===== src/rtl/frp_pkg.sv =====
// Package: shared types and constants for the forest root position core.
`timescale 1ns / 1ps
package frp_pkg;

  localparam int unsigned POS_W = 63;
  localparam int unsigned HGT_W = 6;
  localparam logic [HGT_W-1:0] MAX_FH = HGT_W'(62);

  typedef enum logic {
    ST_IDLE,
    ST_RUN
  } frp_state_t;

  // Result of one scan step
  typedef struct packed {
    logic [POS_W-1:0] pos;
    logic [POS_W-1:0] sh_nxt;
    logic [POS_W-1:0] fill_nxt;
    logic             last;
  } frp_step_t;

endpackage


===== src/rtl/forest_root_positions_core.sv =====
// Top level: root positions of the perfect subtrees of a forest, one result per set count bit.
`timescale 1ns / 1ps
// Accepts a leaf count and emits one beat per set bit of the count (masked to
// forest_height+1 bits), lowest tree height first, with out_last_root on the
// highest one; a zero count gives no beats. A single step unit walks the count
// one bit per cycle, stalling while the result register waits on out_ready, and
// the block takes no new count until the walk ends; in_ready is low throughout.
// forest_height is written via cfg_we/cfg_wdata; values above 62 act as 62. The
// user must write it only while idle; the block itself does not enforce this.
module forest_root_positions_core (
  input  logic                      clk,
  input  logic                      rst_n,
  input  logic                      cfg_we,
  input  logic [frp_pkg::HGT_W-1:0] cfg_wdata,
  input  logic                      in_valid,
  output logic                      in_ready,
  input  logic [frp_pkg::POS_W-1:0] in_leaf_count,
  output logic                      out_valid,
  input  logic                      out_ready,
  output logic [frp_pkg::POS_W-1:0] out_root_position,
  output logic [frp_pkg::HGT_W-1:0] out_tree_height,
  output logic                      out_last_root
);
  import frp_pkg::*;

  frp_state_t       state_r, state_nxt;
  logic [HGT_W-1:0] fh_r;
  logic [POS_W-1:0] mask_r;
  logic [POS_W-1:0] top_r;
  logic [POS_W-1:0] sh_r;
  logic [POS_W-1:0] fill_r;
  logic [HGT_W-1:0] h_r;
  logic             out_valid_r;
  logic [POS_W-1:0] out_pos_r;
  logic [HGT_W-1:0] out_height_r;
  logic             out_last_r;

  logic             in_acc;
  logic             out_free;
  logic             emit;
  logic             advance;
  logic [HGT_W-1:0] fh_clamp;
  frp_step_t        step;

  // Shared step unit
  frp_step u_step (
    .sh   (sh_r),
    .fill (fill_r),
    .top  (top_r),
    .res  (step)
  );

  // Configuration: clamp height, precompute field mask and top fill bit
  assign fh_clamp = (cfg_wdata > MAX_FH) ? MAX_FH : cfg_wdata;

  always_ff @(posedge clk) begin
    if (!rst_n) begin
      fh_r   <= '0;
      mask_r <= POS_W'(1);
      top_r  <= POS_W'(1);
    end else if (cfg_we) begin
      fh_r   <= fh_clamp;
      mask_r <= {POS_W{1'b1}} >> (MAX_FH - fh_clamp);
      top_r  <= POS_W'(1) << fh_clamp;
    end
  end

  // Next state
  always_comb begin
    state_nxt = state_r;
    unique case (state_r)
      ST_IDLE: if (in_valid) state_nxt = ST_RUN;
      ST_RUN:  if (advance && step.last) state_nxt = ST_IDLE;
      default: state_nxt = ST_IDLE;
    endcase
  end

  // Control outputs
  always_comb begin
    in_ready = 1'b0;
    advance  = 1'b0;
    emit     = 1'b0;
    unique case (state_r)
      ST_IDLE: in_ready = 1'b1;
      ST_RUN: begin
        emit    = sh_r[0] && out_free;
        advance = !sh_r[0] || out_free;
      end
      default: ;
    endcase
  end

  assign in_acc   = in_valid && in_ready;
  assign out_free = !out_valid_r || out_ready;

  always_ff @(posedge clk) begin
    if (!rst_n) state_r <= ST_IDLE;
    else        state_r <= state_nxt;
  end

  // Scan registers: count shifted right by h, upper fill, height
  always_ff @(posedge clk) begin
    if (in_acc) begin
      sh_r   <= in_leaf_count & mask_r;
      fill_r <= '0;
      h_r    <= '0;
    end else if (advance) begin
      sh_r   <= step.sh_nxt;
      fill_r <= step.fill_nxt;
      h_r    <= h_r + HGT_W'(1);
    end
  end

  // Result register
  always_ff @(posedge clk) begin
    if (!rst_n) out_valid_r <= 1'b0;
    else if (emit) out_valid_r <= 1'b1;
    else if (out_ready) out_valid_r <= 1'b0;
  end

  always_ff @(posedge clk) begin
    if (emit) begin
      out_pos_r    <= step.pos;
      out_height_r <= h_r;
      out_last_r   <= step.last;
    end
  end

  assign out_valid         = out_valid_r;
  assign out_root_position = out_pos_r;
  assign out_tree_height   = out_height_r;
  assign out_last_root     = out_last_r;

  // Checks
  a_h_in_range: assert property (@(posedge clk) disable iff (!rst_n)
    (state_r == ST_RUN) |-> (h_r <= fh_r))
    else $error("scan height past forest height");

  a_start_scan: assert property (@(posedge clk) disable iff (!rst_n)
    in_acc |=> (state_r == ST_RUN) && (h_r == '0) && (fill_r == '0))
    else $error("scan not restarted on accept");

  a_emit_beat: assert property (@(posedge clk) disable iff (!rst_n)
    emit |=> out_valid_r && (out_height_r == $past(h_r)))
    else $error("emitted beat missing or wrong height");

  a_no_overwrite: assert property (@(posedge clk) disable iff (!rst_n)
    (out_valid_r && !out_ready) |-> !emit)
    else $error("result overwritten while stalled");

  a_field_bound: assert property (@(posedge clk) disable iff (!rst_n)
    (state_r == ST_RUN) |-> ((sh_r & ~mask_r) == '0))
    else $error("count bits outside forest field");

endmodule


===== src/rtl/frp_step.sv =====
// Scan step unit: forms one root position and advances the count shift and upper fill.
`timescale 1ns / 1ps
module frp_step (
  input  logic [frp_pkg::POS_W-1:0] sh,
  input  logic [frp_pkg::POS_W-1:0] fill,
  input  logic [frp_pkg::POS_W-1:0] top,
  output frp_pkg::frp_step_t        res
);
  import frp_pkg::*;

  // sh holds count >> h; the start offset >> h is that with bit 0 cleared
  assign res.pos      = {sh[POS_W-1:1], 1'b0} | fill;
  // no higher count bits left means this is the highest root
  assign res.last     = (sh[POS_W-1:1] == '0);
  assign res.sh_nxt   = {1'b0, sh[POS_W-1:1]};
  // one more ones bit enters below the ones already at the top of the field
  assign res.fill_nxt = {1'b0, fill[POS_W-1:1]} | top;

endmodule


===== config.mk =====
export PLATFORM = sky130hd
export DESIGN_NAME = forest_root_positions_core
export DESIGN_NICKNAME = d
export VERILOG_FILES = /design/src/rtl/frp_pkg.sv /design/src/rtl/forest_root_positions_core.sv /design/src/rtl/frp_step.sv
export SDC_FILE = /design/constraint.sdc
export NUM_CORES = 1
export LEC_CHECK = 0
export BUFFER_PORTS_ARGS = -buffer_cell sky130_fd_sc_hd__buf_2
export CAP_MARGIN = 5
export CORE_MARGIN = 2
export CORE_UTILIZATION = 25
export CTS_BUF_LIST = sky130_fd_sc_hd__clkbuf_16
export DETAILED_ROUTE_END_ITERATION = 12
export SYNTH_ARGS = -nofsm -noshare
export SYNTH_HDL_FRONTEND = slang
export SYNTH_SLANG_ARGS = --single-unit
export TNS_END_PERCENT = 100

===== constraint.sdc =====
create_clock -name clk -period 14.3 [get_ports clk]
set_clock_uncertainty 0.15 [all_clocks]
set_input_delay 2.86 -clock clk [delete_from_list [all_inputs] [get_ports clk]]
set_output_delay 2.86 -clock clk [all_outputs]
set_load 0.01 [all_outputs]

Word level (Yosys, flattened, before mapping)
Cells that the tools add are included.
{"block": "op_classes", "mux": 11, "n_mul": 0, "reduce_logical": 10, "bitwise_logic": 4, "eq_ne": 0, "n_addsub": 2, "order_cmp": 1, "n_div": 0, "shifts": 2}
{"operator": "63-bit 2-to-1 mux", "n": 2}
{"operator": "63-bit AND", "n": 1}
{"operator": "62-bit by 63-bit bitwise OR with 63-bit output", "n": 1}
{"operator": "63-bit bitwise OR", "n": 1}
{"operator": "1-bit by 6-bit left shift with 63-bit output (first input constant)", "n": 1}
{"operator": "63-bit by 6-bit >> shifter with 63-bit output (first input constant)", "n": 1}
{"operator": "62-bit zero test", "n": 1}
{"operator": "1-bit 2-to-1 mux", "n": 7}
{"operator": "6-bit by 1-bit adder with 6-bit output (second input constant)", "n": 1}
{"operator": "6-bit greater-than comparator (second input constant)", "n": 1}
{"operator": "6-bit 2-to-1 mux", "n": 1}
{"operator": "6-bit subtractor (first input constant)", "n": 1}
{"operator": "2-bit nonzero test", "n": 2}
{"operator": "1-bit logical AND", "n": 3}
{"operator": "1-bit zero test", "n": 2}
{"operator": "1-bit logical OR", "n": 2}
{"operator": "1-bit one-hot mux with 2 select lines", "n": 1}
{"operator": "1-bit inverter", "n": 1}
{"block": "word_totals", "ramBits": 0, "mem_count": 0, "register_bits": 330, "mem_bits_ro": 0, "out_inout_bits": 72, "latch_bits": 0}

Logic depth before layout (Yosys ltp)
{"block": "depth", "word_depth": 7, "ltp_mapped": 9, "ltp_nobuf": 7}

Cells and area by module
A second synthesis with hierarchy kept.
{"block": "unflattened", "cells_unflattened": 1409, "area_unflattened_um2": 14017.2}
{"mod": "forest_root_positions_core", "instances": 1, "cells_per_inst": 1198, "area_each_um2": 12608.3}
{"mod": "frp_step", "instances": 1, "cells_per_inst": 211, "area_each_um2": 1408.9}

Worst setup path before layout
No wires, ideal clock.
{"block": "synth_timing", "kind": "input port to flip-flop", "startpoint": "input out_ready", "endpoint": "register out_last_r, in the netlist out_last_root (enable)", "t_required_ps": 13643, "stages": 2, "setup_slack_ps": 7552, "arrival_ps": 6091, "setup_time_ps": 507, "n_path_buf": 0, "path_cell_list": "nand2b_1 -> nor2b_1"}
{"block": "synth_via", "elab_chain_len": 3}
{"element": "start, declared", "line_no": "forest_root_positions_core.sv:19", "rtl": "input logic out_ready,"}
{"element": "1-bit logical OR", "line_no": "forest_root_positions_core.sv:94", "rtl": "assign out_free = !out_valid_r || out_ready;"}
{"element": "1-bit logical AND", "line_no": "forest_root_positions_core.sv:86", "rtl": "emit = sh_r[0] && out_free;"}
{"element": "1-bit 2-to-1 mux", "line_no": "forest_root_positions_core.sv:83", "rtl": "unique case (state_r)"}
{"element": "named net emit", "line_no": "forest_root_positions_core.sv:40", "rtl": "logic emit;"}
{"element": "end signal, assigned", "line_no": "forest_root_positions_core.sv:125", "rtl": "out_last_r <= step.last;"}
{"element": "end, declared", "line_no": "forest_root_positions_core.sv:36", "rtl": "logic out_last_r;"}
The timed path passes the listed nets, and every way through them passes these cells.
A chain may end at the register's enable or synchronous reset.

Worst setup path after layout
{"block": "layout_timing", "startpoint": "input cfg_wdata[0] in the netlist's numbering", "endpoint": "register mask_r[34]"}
{"block": "layout_via", "elab_chain_len": 4}
{"element": "start, declared", "line_no": "forest_root_positions_core.sv:14", "rtl": "input logic [frp_pkg::HGT_W-1:0] cfg_wdata,"}
{"element": "6-bit greater-than comparator", "line_no": "forest_root_positions_core.sv:54", "rtl": "assign fh_clamp = (cfg_wdata > MAX_FH) ? MAX_FH : cfg_wdata;"}
{"element": "6-bit 2-to-1 mux (*)", "line_no": "forest_root_positions_core.sv:54"}
{"element": "6-bit subtractor (*)", "line_no": "forest_root_positions_core.sv:63", "rtl": "mask_r <= {POS_W{1'b1}} >> (MAX_FH - fh_clamp);"}
{"element": "63-bit by 6-bit >> shifter with 63-bit output (*)", "line_no": "forest_root_positions_core.sv:63"}
{"element": "end signal, assigned", "line_no": "forest_root_positions_core.sv:63"}
{"element": "end, declared", "line_no": "forest_root_positions_core.sv:28", "rtl": "logic [POS_W-1:0] mask_r;"}
Mark *: on every way between the ends. The rest lies on a longest branch, timed or not.

==> run summary <==
Num CTS Buffers -> 37
Yosys cell types -> 56
CP Class -> input pin to register
Gate power share -> 9.8%
clk root buf -> clkbuf_16
Die W -> 232 um
PostCTS Resize Cnt -> 0
Port-buffer cells -> 145
CP Capture Type -> register
P_sw -> 601 uW
CP Launch Type -> input pin
setup violators final -> 0
asr flop ratio synth -> 0%
Ys Warns -> 0
routed wire length -> 43,700 um
Cell Area, Synth -> 0.0130 mm^2
Pwr Density -> 148 mW/mm^2
sequential cell area fraction in the yosys report -> 61.3%
post-CTS setup buffer count -> 0
Die Ht -> 232 um
die area -> 0.0537 mm^2
DR vias -> 10,100
Yosys top cell area share -> 30.8%
Hold Path Class -> register to register
Internal Power -> 1680 uW
clock sinks -> 330
IO Count -> 146
met3 wire length -> 2620 um
GRT Util Overall -> 16.0%
Seq pwr share -> 49.6%
Layout Area Growth over Synthesis -> 19.1%
WL met1 -> 19,500 um
largest net degree at the start of global routing -> 88
Mean Syn Cell Area -> 9.94 um^2
Antenna Cells -> 0
fin. max-slew vios -> 0
Worst-Skew Late Latency -> 550 ps
Max clock buf depth -> 3
power share of the clock group -> 40.5%
dominant synthesized flop cell -> dfxtp_1
Remaining DRCs -> 0
setup TNS -> 0 ps
htree depth -> 2
Slew headroom -> 14.4%
Placer Congestion -> 0.876
Max Fanout on Critical Path -> 14
Switching Share -> 26.4%
cts hold-fix bufs -> 0
Cells after Synth -> 1,303
clock tree from TritonCTS -> done
Worst-path clk slew -> 60 ps
Routed Antenna Nets -> 0
outcome -> finished clean
number of global-route vias before repair -> 9,786
CORE AREA -> 0.0513 mm^2
Synth Net Count -> 1,381
Seq cells post-synth -> 330
Data arrival, critical path -> 5300 ps
first-pass GRT wire length -> 64,100 um
# rows -> 83
share of cells above drive strength 1 -> 20.6%
met2 WL -> 20,300 um
total chip power -> 2280 uW
worst endpoint required time -> 14,540 ps
top cells by count, synth -> 197 x dfxtp_1, 190 x nand2_1, 133 x edfxtp_1
initial antenna violation count -> 5
dpl hpwl -> 31,200 um
# Max-Cap Violations -> 0
Lkg Pwr -> 0.00590 uW
Slew @ Worst Pin -> 1270 ps
DR WL/cell -> 20.6 um
Worst VDD drop -> 0.0000642 V
First DRT Iteration DRCs -> 843
Tmin final -> 5060 ps
DR vias/cell -> 4.78
Overflow after GRT -> 0
drt pass-1 iters -> 5
achievable frequency -> 0.198 GHz
RSZ-0062 raised after global routing -> no
Starting Density -> 25.3%
count leader, synth -> dfxtp_1
Area contributors post-synth -> edfxtp_1 31%, dfxtp_1 30%, nand2_1 5.5%
Fin. Hold Viols -> 0
crit share post-route -> 35.4%
nets -> 1,485
top sig layer -> met5
Synth area leader -> edfxtp_1
Post-synth EDFFs -> 133
==> cell families (layout without fill, tap and decap cells) <==
logic type	Yosys count	count (layout)	synth area share [%]
compound gates	215	215	10.8
xor+xnor	3	3	0.203
fa+ha+maj	4	4	0.386
buf+inv	100	233	3.41
flops	330	330	61.3
simple gates	651	651	23.9
==> routing by layer <==
metal  vias up  track usage [%]
met1      4886             21.3
li1       4841                -
met5         -                0
met4         4             4.99
met2       311             26.1
met3        64             3.06
==> metrics by stage <==
stage               instances  worst slack [ps]  cell area [um^2]  hold WS, ps  util, %
floorplan                1303              7550             13000          259        -
global placement         2048              8790             14200          279     27.8
detailed placement       2048              8770             14200          286     27.8
CTS                      2116              9320             15400          305     30.1
global route             2116              9020             15400          319     30.1
finish                   2116              9240             15400          301     30.1
==> critical path: stages <==
cell and delay, ps:
buf_2 250, and2_1 610, nand2_1 230, ha_1 480, inv_1 220, nor3_1 470
a311oi_1 160
==> sequential cells by signal (all words and copies together), names as in the netlist <==
signal / count
top_r: 63
out_tree_height: 6
state_r: 1
sh_r: 63
mask_r: 63
out_last_root: 1
fill_r: 63
h_r: 6
out_valid: 1
out_root_position: 63
==> cell type report <==
cell class	instances	area, um^2
fill	5431	35900
sequential	330	7940
multi-input combinational	873	4610
clock buffer	40	1000
tap	680	851
timing repair buffer	157	816
clock inverter	28	176
inverter	8	30.0
==> placed cells by master (no fill, tap or decap), drive strengths merged, types with 4 or more instances in the layout <==
| cell | Yosys | final |
|---|---|---|
| o2bb2ai | 16 | 16 |
| and3 | 4 | 4 |
| nor2 | 107 | 107 |
| a211oi | 14 | 14 |
| nand3 | 102 | 102 |
| o21ai | 44 | 44 |
| a22oi | 16 | 16 |
| a21oi | 86 | 86 |
| a21boi | 9 | 9 |
| buf | 42 | 157 |
| clkbuf | 50 | 40 |
| ha | 4 | 4 |
| inv | 7 | 18 |
| nor4 | 17 | 17 |
| dfxtp | 197 | 197 |
| or2 | 63 | 63 |
| nand4 | 13 | 13 |
| a221oi | 5 | 5 |
| and2 | 20 | 20 |
| edfxtp | 133 | 133 |
| clkinv | 1 | 17 |
| nand2 | 192 | 192 |
| nand2b | 5 | 5 |
| nor3 | 110 | 110 |
| a311oi | 6 | 6 |
| nor2b | 8 | 8 |
==> power by group through the flow <==
stage               Sequential (uW)  Clock (uW)  Combinational (uW)
global route                   1140         978                 250
detailed placement             1150           0                 225
CTS                            1130         944                 227
finish                         1130         923                 224
global placement               1150           0                 222
floorplan                      1130           0                 144
==> worst paths after layout <==
path | startpoint | endpoint | slack (ps) | depth (start not counted)
worst min-delay path | fill_r[0] | out_root_position[0] | 300 | 0
worst max register to register | state_r | sh_r[3] | 11120 | 5
worst max-delay path | cfg_wdata[0] | mask_r[34] | 9240 | 7
worst min register to register | fill_r[0] | out_root_position[0] | 300 | 0
Power figures use the tool's default switching activity.
